**config.mk**
```make
export PLATFORM = sky130hd
export DESIGN_NAME = keyed_quantity_table_core
export DESIGN_NICKNAME = d
export VERILOG_FILES = /design/src/rtl/kqt_pkg.sv /design/src/rtl/kqt_cell.sv /design/src/rtl/kqt_chain.sv /design/src/rtl/keyed_quantity_table_core.sv
export SDC_FILE = /design/constraint.sdc
export NUM_CORES = 2
export LEC_CHECK = 0
export BUFFER_PORTS_ARGS = -buffer_cell sky130_fd_sc_hd__buf_2
export CELL_PAD_IN_SITES_DETAIL_PLACEMENT = 2
export CELL_PAD_IN_SITES_GLOBAL_PLACEMENT = 2
export CORE_ASPECT_RATIO = 0.8
export CORE_MARGIN = 8
export CORE_UTILIZATION = 40
export CTS_BUF_LIST = sky130_fd_sc_hd__clkbuf_8
export DETAILED_ROUTE_END_ITERATION = 12
export HOLD_SLACK_MARGIN = 0.06
export PLACE_DENSITY_LB_ADDON = 0.25
export SLEW_MARGIN = 20
export SYNTH_ARGS = -nofsm -noshare
export SYNTH_HDL_FRONTEND = slang
export SYNTH_SLANG_ARGS = --single-unit
```
**constraint.sdc**
```tcl
create_clock -name clk_i -period 223.3 [get_ports clk_i]
set_clock_uncertainty 0.05 [all_clocks]
set_input_delay 44.66 -clock clk_i [delete_from_list [all_inputs] [get_ports clk_i]]
set_output_delay 44.66 -clock clk_i [all_outputs]
set_load 0.05 [all_outputs]
```
**src/rtl/kqt_pkg.sv**
```systemverilog
// Package for the keyed quantity table: entry type, command and status codes.
`default_nettype none
package kqt_pkg;

  localparam int unsigned KeyW = 32;
  localparam int unsigned QtyW = 32;
  localparam int unsigned CmdW = 3;
  localparam int unsigned StatusW = 2;
  localparam int unsigned EntriesW = 8;

  typedef struct packed {
    logic [KeyW-1:0] key;
    logic [QtyW-1:0] qty;
  } entry_t;

  typedef enum logic [CmdW-1:0] {
    CMD_INSERT = 3'd0,
    CMD_LOOKUP = 3'd1,
    CMD_ADJUST = 3'd2,
    CMD_REMOVE = 3'd3,
    CMD_SORT   = 3'd4
  } cmd_e;

  typedef enum logic [StatusW-1:0] {
    ST_OK      = 2'd0,
    ST_MISSING = 2'd1,
    ST_FULL    = 2'd2
  } status_e;

  localparam logic [QtyW-1:0] QtyMax = {1'b0, {(QtyW-1){1'b1}}};

endpackage
`default_nettype wire

```
**src/rtl/kqt_cell.sv**
```systemverilog
// One table cell: holds an entry and loads its neighbor's entry on a shift.
`default_nettype none
module kqt_cell
  import kqt_pkg::*;
(
  input  wire    clk_i,
  input  wire    shift_i,
  input  entry_t next_i,
  output entry_t entry_o
);

  entry_t entry_q;

  always_ff @(posedge clk_i) begin
    if (shift_i) begin
      entry_q <= next_i;
    end
  end

  assign entry_o = entry_q;

endmodule
`default_nettype wire

```
**src/rtl/kqt_chain.sv**
```systemverilog
// Chain of table cells fed at the tail; entries move one cell toward the head per shift.
`default_nettype none
module kqt_chain
  import kqt_pkg::*;
#(
  parameter int unsigned DEPTH = 128
) (
  input  wire    clk_i,
  input  wire    shift_i,
  input  entry_t feed_i,
  output entry_t head_o,
  output entry_t second_o
);

  entry_t cell_out [DEPTH];

  for (genvar g = 0; g < DEPTH; g++) begin : g_cell
    entry_t next;
    if (g == DEPTH - 1) begin : g_tail
      assign next = feed_i;
    end else begin : g_body
      assign next = cell_out[g+1];
    end
    kqt_cell u_cell (
      .clk_i   (clk_i),
      .shift_i (shift_i),
      .next_i  (next),
      .entry_o (cell_out[g])
    );
  end

  assign head_o   = cell_out[0];
  assign second_o = cell_out[1];

endmodule
`default_nettype wire

```
**src/rtl/keyed_quantity_table_core.sv**
```systemverilog
// Top level of the keyed quantity table: command sequencer, cell ring, result register.
//
// channel  dir  handshake                    payload
// s_axis   in   s_axis_tvalid_i/tready_o     tuser: cmd; tdata: key, amount
// m_axis   out  m_axis_tvalid_o/tready_i     tuser: status; tdata: quantity, entries
//
// Insert, lookup, adjust, remove and unknown commands take one pass of the
// ring. Sort makes n-1 passes for n entries, none for fewer than two, then
// realigns the ring; while a command runs the ring shifts one cell per cycle.
// Reset clears the entry count and control; cell contents stay undefined.
// A result waits in the output register while the next command is taken.
`default_nettype none
module keyed_quantity_table_core
  import kqt_pkg::*;
#(
  parameter int unsigned DEPTH = 128
) (
  input  wire                 clk_i,
  input  wire                 rst_ni,
  input  wire                 s_axis_tvalid_i,
  output logic                s_axis_tready_o,
  input  wire  [63:0]         s_axis_tdata_i,  // key[31:0], amount[63:32]
  input  wire  [CmdW-1:0]     s_axis_tuser_i,  // cmd
  output logic                m_axis_tvalid_o,
  input  wire                 m_axis_tready_i,
  output logic [39:0]         m_axis_tdata_o,  // quantity[31:0], entries[39:32]
  output logic [StatusW-1:0]  m_axis_tuser_o   // status
);

  localparam int unsigned HW = (DEPTH > 1) ? $clog2(DEPTH) : 1;
  localparam int unsigned CW = $clog2(DEPTH + 1);
  localparam logic [HW-1:0] HLast = HW'(DEPTH - 1);
  localparam logic [CW-1:0] CntFull = CW'(DEPTH);
  localparam logic [CW-1:0] CycLast = CW'(DEPTH);

  typedef enum logic [2:0] {S_IDLE, S_RUN, S_SORT, S_ALIGN, S_RESP} state_e;

  state_e          state_q;
  logic [CmdW-1:0] cmd_q;
  logic [KeyW-1:0] key_q;
  logic [QtyW-1:0] amt_q;
  logic [CW-1:0]   count_q;
  logic [HW-1:0]   h_q;
  logic [CW-1:0]   c_q;
  logic [HW-1:0]   i_q;
  entry_t          m_q;
  logic            found_q;
  logic [QtyW-1:0] res_qty_q;
  status_e         res_st_q;
  logic            out_valid_q;
  logic [QtyW-1:0] out_qty_q;
  logic [CW-1:0]   out_cnt_q;
  status_e         out_st_q;

  entry_t          head, second, feed;
  logic            shift;
  logic            seek, in_live, hit, swap, full, out_free;
  logic [QtyW:0]   sum;
  logic [QtyW-1:0] adj;
  logic [HW-1:0]   h_next;
  logic [CW:0]     i_plus2;

  assign seek     = (cmd_q == CMD_LOOKUP) || (cmd_q == CMD_ADJUST) || (cmd_q == CMD_REMOVE);
  assign in_live  = CW'(h_q) < count_q;
  assign hit      = seek && in_live && !found_q && (head.key == key_q);
  assign full     = count_q == CntFull;
  assign sum      = {head.qty[QtyW-1], head.qty} + {amt_q[QtyW-1], amt_q};
  assign adj      = sum[QtyW] ? '0 : (sum[QtyW-1] ? QtyMax : sum[QtyW-1:0]);
  assign swap     = (h_q > i_q) && in_live && ($signed(m_q.qty) > $signed(head.qty));
  assign h_next   = (h_q == HLast) ? '0 : h_q + 1'b1;
  assign i_plus2  = (CW+1)'(i_q) + (CW+1)'(2);
  assign out_free = !out_valid_q || m_axis_tready_i;

  always_comb begin
    feed  = head;
    shift = 1'b0;
    unique case (state_q)
      S_RUN: begin
        shift = 1'b1;
        priority case (cmd_q)
          CMD_INSERT: if (CW'(h_q) == count_q && !full) feed = '{key: key_q, qty: amt_q};
          CMD_ADJUST: if (hit) feed = '{key: head.key, qty: adj};
          CMD_REMOVE: if (hit || found_q) feed = second;
          default:    feed = head;
        endcase
      end
      S_SORT: begin
        shift = 1'b1;
        if (c_q == CycLast) begin
          feed = m_q;
        end else if (c_q != '0 && swap) begin
          feed = m_q;
        end
      end
      S_ALIGN: shift = h_q != '0;
      default: shift = 1'b0;
    endcase
  end

  kqt_chain #(.DEPTH(DEPTH)) u_chain (
    .clk_i    (clk_i),
    .shift_i  (shift),
    .feed_i   (feed),
    .head_o   (head),
    .second_o (second)
  );

  always_ff @(posedge clk_i or negedge rst_ni) begin
    if (!rst_ni) begin
      state_q     <= S_IDLE;
      count_q     <= '0;
      h_q         <= '0;
      c_q         <= '0;
      i_q         <= '0;
      found_q     <= 1'b0;
      out_valid_q <= 1'b0;
    end else begin
      if (shift) h_q <= h_next;
      if (m_axis_tready_i) out_valid_q <= 1'b0;
      unique case (state_q)
        S_IDLE: begin
          if (s_axis_tvalid_i) begin
            cmd_q     <= s_axis_tuser_i;
            key_q     <= s_axis_tdata_i[31:0];
            amt_q     <= s_axis_tdata_i[63:32];
            c_q       <= '0;
            i_q       <= '0;
            found_q   <= 1'b0;
            res_qty_q <= '0;
            res_st_q  <= ST_OK;
            if (s_axis_tuser_i == CMD_SORT) begin
              state_q <= (count_q < CW'(2)) ? S_RESP : S_SORT;
            end else begin
              state_q <= S_RUN;
            end
          end
        end
        S_RUN: begin
          c_q <= c_q + 1'b1;
          if (hit) begin
            found_q   <= 1'b1;
            res_qty_q <= (cmd_q == CMD_ADJUST) ? adj : head.qty;
          end
          if (c_q == CycLast - 1'b1) begin
            state_q <= S_RESP;
            priority case (cmd_q)
              CMD_INSERT: begin
                if (full) begin
                  res_st_q <= ST_FULL;
                end else begin
                  res_qty_q <= amt_q;
                  count_q   <= count_q + 1'b1;
                end
              end
              CMD_LOOKUP, CMD_ADJUST: if (!(hit || found_q)) res_st_q <= ST_MISSING;
              CMD_REMOVE: begin
                if (hit || found_q) count_q <= count_q - 1'b1;
                else res_st_q <= ST_MISSING;
              end
              default: res_st_q <= ST_OK;
            endcase
          end
        end
        S_SORT: begin
          if (c_q == '0) begin
            m_q <= head;
            c_q <= c_q + 1'b1;
          end else if (c_q == CycLast) begin
            c_q <= '0;
            i_q <= i_q + 1'b1;
            if (i_plus2 >= (CW+1)'(count_q)) state_q <= S_ALIGN;
          end else begin
            if (swap) m_q <= head;
            c_q <= c_q + 1'b1;
          end
        end
        S_ALIGN: if (h_q == '0) state_q <= S_RESP;
        S_RESP: begin
          if (out_free) begin
            out_valid_q <= 1'b1;
            out_qty_q   <= res_qty_q;
            out_st_q    <= res_st_q;
            out_cnt_q   <= count_q;
            state_q     <= S_IDLE;
          end
        end
        default: state_q <= S_IDLE;
      endcase
    end
  end

  assign s_axis_tready_o = state_q == S_IDLE;
  assign m_axis_tvalid_o = out_valid_q;
  assign m_axis_tdata_o  = {EntriesW'(out_cnt_q), out_qty_q};
  assign m_axis_tuser_o  = out_st_q;

endmodule
`default_nettype wire

```
==> impl_metrics.json, run 1 <==
{
  "synth_edf_count": 8399,
  "synth_mux_area_frac": 0.000402,
  "synth_fp_nets": 9867,
  "netlist-cell-type-count": 79,
  "avgSynthCellArea_um2": 27.0,
  "ioPinCount": 115,
  "start_util": 0.401,
  "ys_seq_elements": 8434,
  "synth-main-ff-cell": "edfxtp_1",
  "status": "aborted with a tool error",
  "die_y_um": 739,
  "rows": 265,
  "yosys.area_share.simple": 0.00789,
  "dieWidth_um": 920,
  "dp_hpwl_um": 556000,
  "synth_compound_area_frac": 0.0136,
  "failed_stage": "3_5_place_dp",
  "synth_cells": 9696,
  "gp_congestion": 0.787,
  "syn_area_um2": 261000,
  "synth_top_family_by_area": "compound AO/OA/AOI/OAI gates",
  "error": "[ERROR DPL-0033] detailed placement checks failed during check placement.",
  "port-buffer-count": 114,
  "yosysWarningCount": 0,
  "async_reset_ff_frac": 0.00415,
  "synth-xor-area-share": 0.00241,
  "ys_seq_area_frac": 0.969,
  "synth-adder-area-share": 0.00485
}
## synthesized netlist by cell type, types with 41 or more instances
| cell type | count | share of area |
|---|---|---|
| a21oi_1 | 118 | 0.0023 |
| nand2_1 | 72 | 0.0010 |
| inv_1 | 71 | 0.0010 |
| a22oi_1 | 49 | 0.0014 |
| nor2_1 | 107 | 0.0015 |
| o211ai_1 | 41 | 0.0012 |
| ha_1 | 98 | 0.0047 |
| o21ai_0 | 78 | 0.0015 |
| edfxtp_1 | 8399 | 0.97 |
| nand3_1 | 58 | 0.0011 |
| clkbuf_1 | 78 | 0.0011 |
| and3_1 | 43 | 0.0010 |
## cell families after synthesis
kind of cell / count (synthesis)
multiplexers: 10
AO/OA/AOI/OAI: 514
AND/OR/NAND/NOR: 404
flip-flops: 8434
buffers and inverters: 162
adder cells (fa/ha/maj): 100
XOR/XNOR: 72
## per-stage QoR
step                    hold WS (ns)  std cells  setup slack, ns
after floorplan                0.350       9696           111.73
after global placement         0.350      18500           174.80
==> run 2: changes to the inputs <==
==> config.mk (replaced) <==
export PLATFORM = sky130hd
export DESIGN_NAME = keyed_quantity_table_core
export DESIGN_NICKNAME = d
export VERILOG_FILES = /design/src/rtl/kqt_pkg.sv /design/src/rtl/kqt_cell.sv /design/src/rtl/kqt_chain.sv /design/src/rtl/keyed_quantity_table_core.sv
export SDC_FILE = /design/constraint.sdc
export NUM_CORES = 2
export LEC_CHECK = 0
export BUFFER_PORTS_ARGS = -buffer_cell sky130_fd_sc_hd__buf_2
export CORE_MARGIN = 8
export CORE_UTILIZATION = 25
export DETAILED_ROUTE_END_ITERATION = 12
export PLACE_DENSITY_LB_ADDON = 0.15
export SLEW_MARGIN = 20
export SYNTH_ARGS = -nofsm -noshare
export SYNTH_HDL_FRONTEND = slang
export SYNTH_SLANG_ARGS = --single-unit
==> constraint.sdc (replaced) <==
create_clock -name clk_i -period 290.3 [get_ports clk_i]
set_clock_uncertainty 0.05 [all_clocks]
set_input_delay 58.06 -clock clk_i [delete_from_list [all_inputs] [get_ports clk_i]]
set_output_delay 58.06 -clock clk_i [all_outputs]
set_load 0.05 [all_outputs]
==> run 2 against run 1 <==
The run now ends clean. Synthesized cell count is the same. Area after synthesis did not move.
==> impl_metrics.json, run 2 <==
{
  "min_from": "u_chain.g_cell[27].u_cell.entry_o[26]",
  "holdPathEnd": "u_chain.g_cell[26].u_cell.entry_o[26]",
  "crit_family": "simple AND/OR/NAND/NOR gates",
  "synth_fp_nets": 9867,
  "slowest_stage": "nor2_4",
  "cp.required_ns": 291.26,
  "num_vias": 94200,
  "wl_um": 429000,
  "die_y_um": 1040,
  "cts_root_buf": "clkbuf_16",
  "cp-end-kind": "register",
  "clk_latency_ns": 1.19,
  "synth.area.top_cells": "edfxtp_1 97%, ha_1 0.47%, dfrtp_1 0.34%, a21oi_1 0.23%, nor2_1 0.15%",
  "clock_path_buffers": 5,
  "place_inst": 23800,
  "drc": 0,
  "crit_type": "in -> reg",
  "ys_seq_area_frac": 0.969,
  "grt_start_max_net_pins": 198,
  "avgSynthCellArea_um2": 27.0,
  "critPathMaxFanout": 33,
  "start_util": 0.251,
  "synth_cells": 9696,
  "r2r.worst_path.cells": 14,
  "clkTransAtPathRegs_ns": 0.06,
  "maxCapViolCount": 0,
  "p_leak_nw": 75.6,
  "clock-sinks": 8434,
  "hold_class": "reg -> reg",
  "hold_depth": 0,
  "irDropWorstVdd_v": 0.00000878,
  "cp.arrival_ns": 62.02,
  "grt_pass1_wl_um": 653000,
  "rows": 375,
  "netlist-cell-type-count": 79,
  "yosysWarningCount": 0,
  "antenna_left": 0,
  "grt_pass1_vias": 97500,
  "status": "complete, no violations",
  "wl_per_cell_um": 16.9,
  "gp_congestion": 0.738,
  "largest_reg_flops": 8192,
  "slew_viol_final": 0,
  "first_iter_violations": 8857,
  "async_reset_ff_frac": 0.00415,
  "ys_seq_elements": 8434,
  "synth_common_cells": "8399 x edfxtp_1, 118 x a21oi_1, 107 x nor2_1",
  "pre_cts_slack_ns": 228.08,
  "ctsHoldBuffers": 0,
  "fin_util": 0.297,
  "netlist.area_leader.share": 0.965,
  "r2r_start": "h_q[0]",
  "synth-main-ff-cell": "edfxtp_1",
  "rsz0062_at_grt": "no",
  "dieWidth_um": 1040,
  "power_w": 0.00290,
  "tns_ns": 0,
  "ioPinCount": 115,
  "timing.rr.end": "u_chain.g_cell[34].u_cell.entry_o[58]",
  "max_clock_freq_mhz": 16.4,
  "track_usage": 0.0775,
  "setup_viol": 0,
  "via_per_inst": 3.70,
  "hold_viol": 0,
  "antenna_found_initial": 36,
  "cts_tree": "done",
  "post_cts_buffers": 0,
  "syn_area_um2": 261000,
  "num-fill-cells": 99600,
  "fin_crit_sh": 0.210,
  "yosysMostFrequentCell": "edfxtp_1",
  "grt-ovfl-total": 0,
  "crit_buf_inv": 2,
  "cpPeakStageDelay_ns": 0.84,
  "numCtsBuffers": 889,
  "timing.final.ws_setup_ns": 229.24,
  "final_common_cell": "edfxtp_1",
  "dp_hpwl_um": 208000,
  "die_area_um2": 1080000,
  "synth.largest_area_cell": "edfxtp_1",
  "tightest_slew_ns": 1.17,
  "htree_levels": 6,
  "area_delta_synth_final_pct": 18.3,
  "relSlewSlack": 0.222,
  "synth_edf_count": 8399,
  "finalNonFillerCells": 25400,
  "core_region_area_um2": 1040000,
  "drtPass1Iterations": 6,
  "ctsResizeCount": 0,
  "nets": 10900,
  "drive_gt1_frac": 0.133,
  "port-buffer-count": 114,
  "final_cell_mix": "8399 x edfxtp_1, 896 x clkbuf_16, 210 x clkinv_1",
  "cp-start-kind": "input port",
  "r2r_slack_ns": 280.71,
  "finalCriticalPeriod_ns": 61.06,
  "crit_chain": "buf_2, o31ai_1, nor2_1, nand2_1, nand3_4, buf_4, nor2_4, a221o_1",
  "p_per_area_nw_per_um2": 9.36
}
run 2: cell counts after synthesis:
No cell type changed its count.
run 2: cell families (layout without fill, tap and decap cells):
logic type / Yosys count / in the layout / share of synthesized area
AOI/OAI and AO/OA: 514 / 514 / 0.0136
xor gates and xnor gates: 72 / 72 / 0.00241
adders and majority gates: 100 / 100 / 0.00485
buffers and inverters: 162 / 1931 / 0.00239
DFF: 8434 / 8434 / 0.969
muxes: 10 / 10 / 0.000402
other: 0 / 25 / 0
and+or+nand+nor: 404 / 404 / 0.00789
run 2: cell type report:
class | count | area [um2] | share of cell area
multi-input combinational | 1100 | 7720 | 0.0250
tap | 13900 | 17500 | 0.0564
antenna | 25 | 62.6 | 0.000202
clock buffer | 1064 | 23100 | 0.0746
sequential | 8434 | 253000 | 0.819
clock inverter | 569 | 5850 | 0.0189
timing repair buffer | 227 | 1690 | 0.00548
inverter | 71 | 267 | 0.000862
run 2: how the worst max path moves through the flow:
stage	from	end	slack [ns]	cells after the start
global route	s_axis_tvalid_i	u_chain.g_cell[127].u_cell.entry_o[57]	229.22	8
CTS	state_q[0]	s_axis_tready_o	229.19	2
global placement	s_axis_tvalid_i	u_chain.g_cell[127].u_cell.entry_o[59]	228.27	8
detailed placement	s_axis_tvalid_i	u_chain.g_cell[127].u_cell.entry_o[37]	228.08	8
finish	s_axis_tvalid_i	u_chain.g_cell[127].u_cell.entry_o[48]	229.24	8
floorplan	h_q[0]	h_q[3]	47.98	9
run 2: power by group:
group / switching (W) / total [W] / internal, W / leakage (nW)
clock network: 0.000469 / 0.00112 / 0.000650 / 14.0
registers: 0.0000103 / 0.00151 / 0.00150 / 57.0
logic: 0.000244 / 0.000263 / 0.0000198 / 4.58
run 2: per-stage QoR:
| step | hold WS (ns) | instance area, um2 |
|---|---|---|
| finish | 0.263 | 309000 |
| global route | 0.262 | 309000 |
| CTS | 0.242 | 309000 |
| detailed placement | 0.355 | 280000 |
| global placement | 0.350 | 280000 |
| floorplan | 0.350 | 261000 |
run 2: routing by layer:
metal  vias to the layer above  global-route usage  routed length (um)
met2                      2008               0.107              177000
met3                      1043              0.0174               23100
met4                         2              0.0336               18400
met5                         -                   0                  13
met1                     49400               0.116              211000
li1                      41700                   -                   -
run 2: worst reg2reg max path: stages (launching register included):
cell and delay [ns]:
dfrtp_1 0.39, inv_1 0.13, ha_1 0.22, nor4b_1 0.16, and3_1 0.24, a211oi_4 0.64, buf_4 0.75, buf_4 0.74
buf_4 0.89, buf_4 0.89, buf_4 0.83, buf_4 0.88, buf_4 0.78, buf_4 0.80, buf_12 0.68
(Power assumes the default switching activity.)
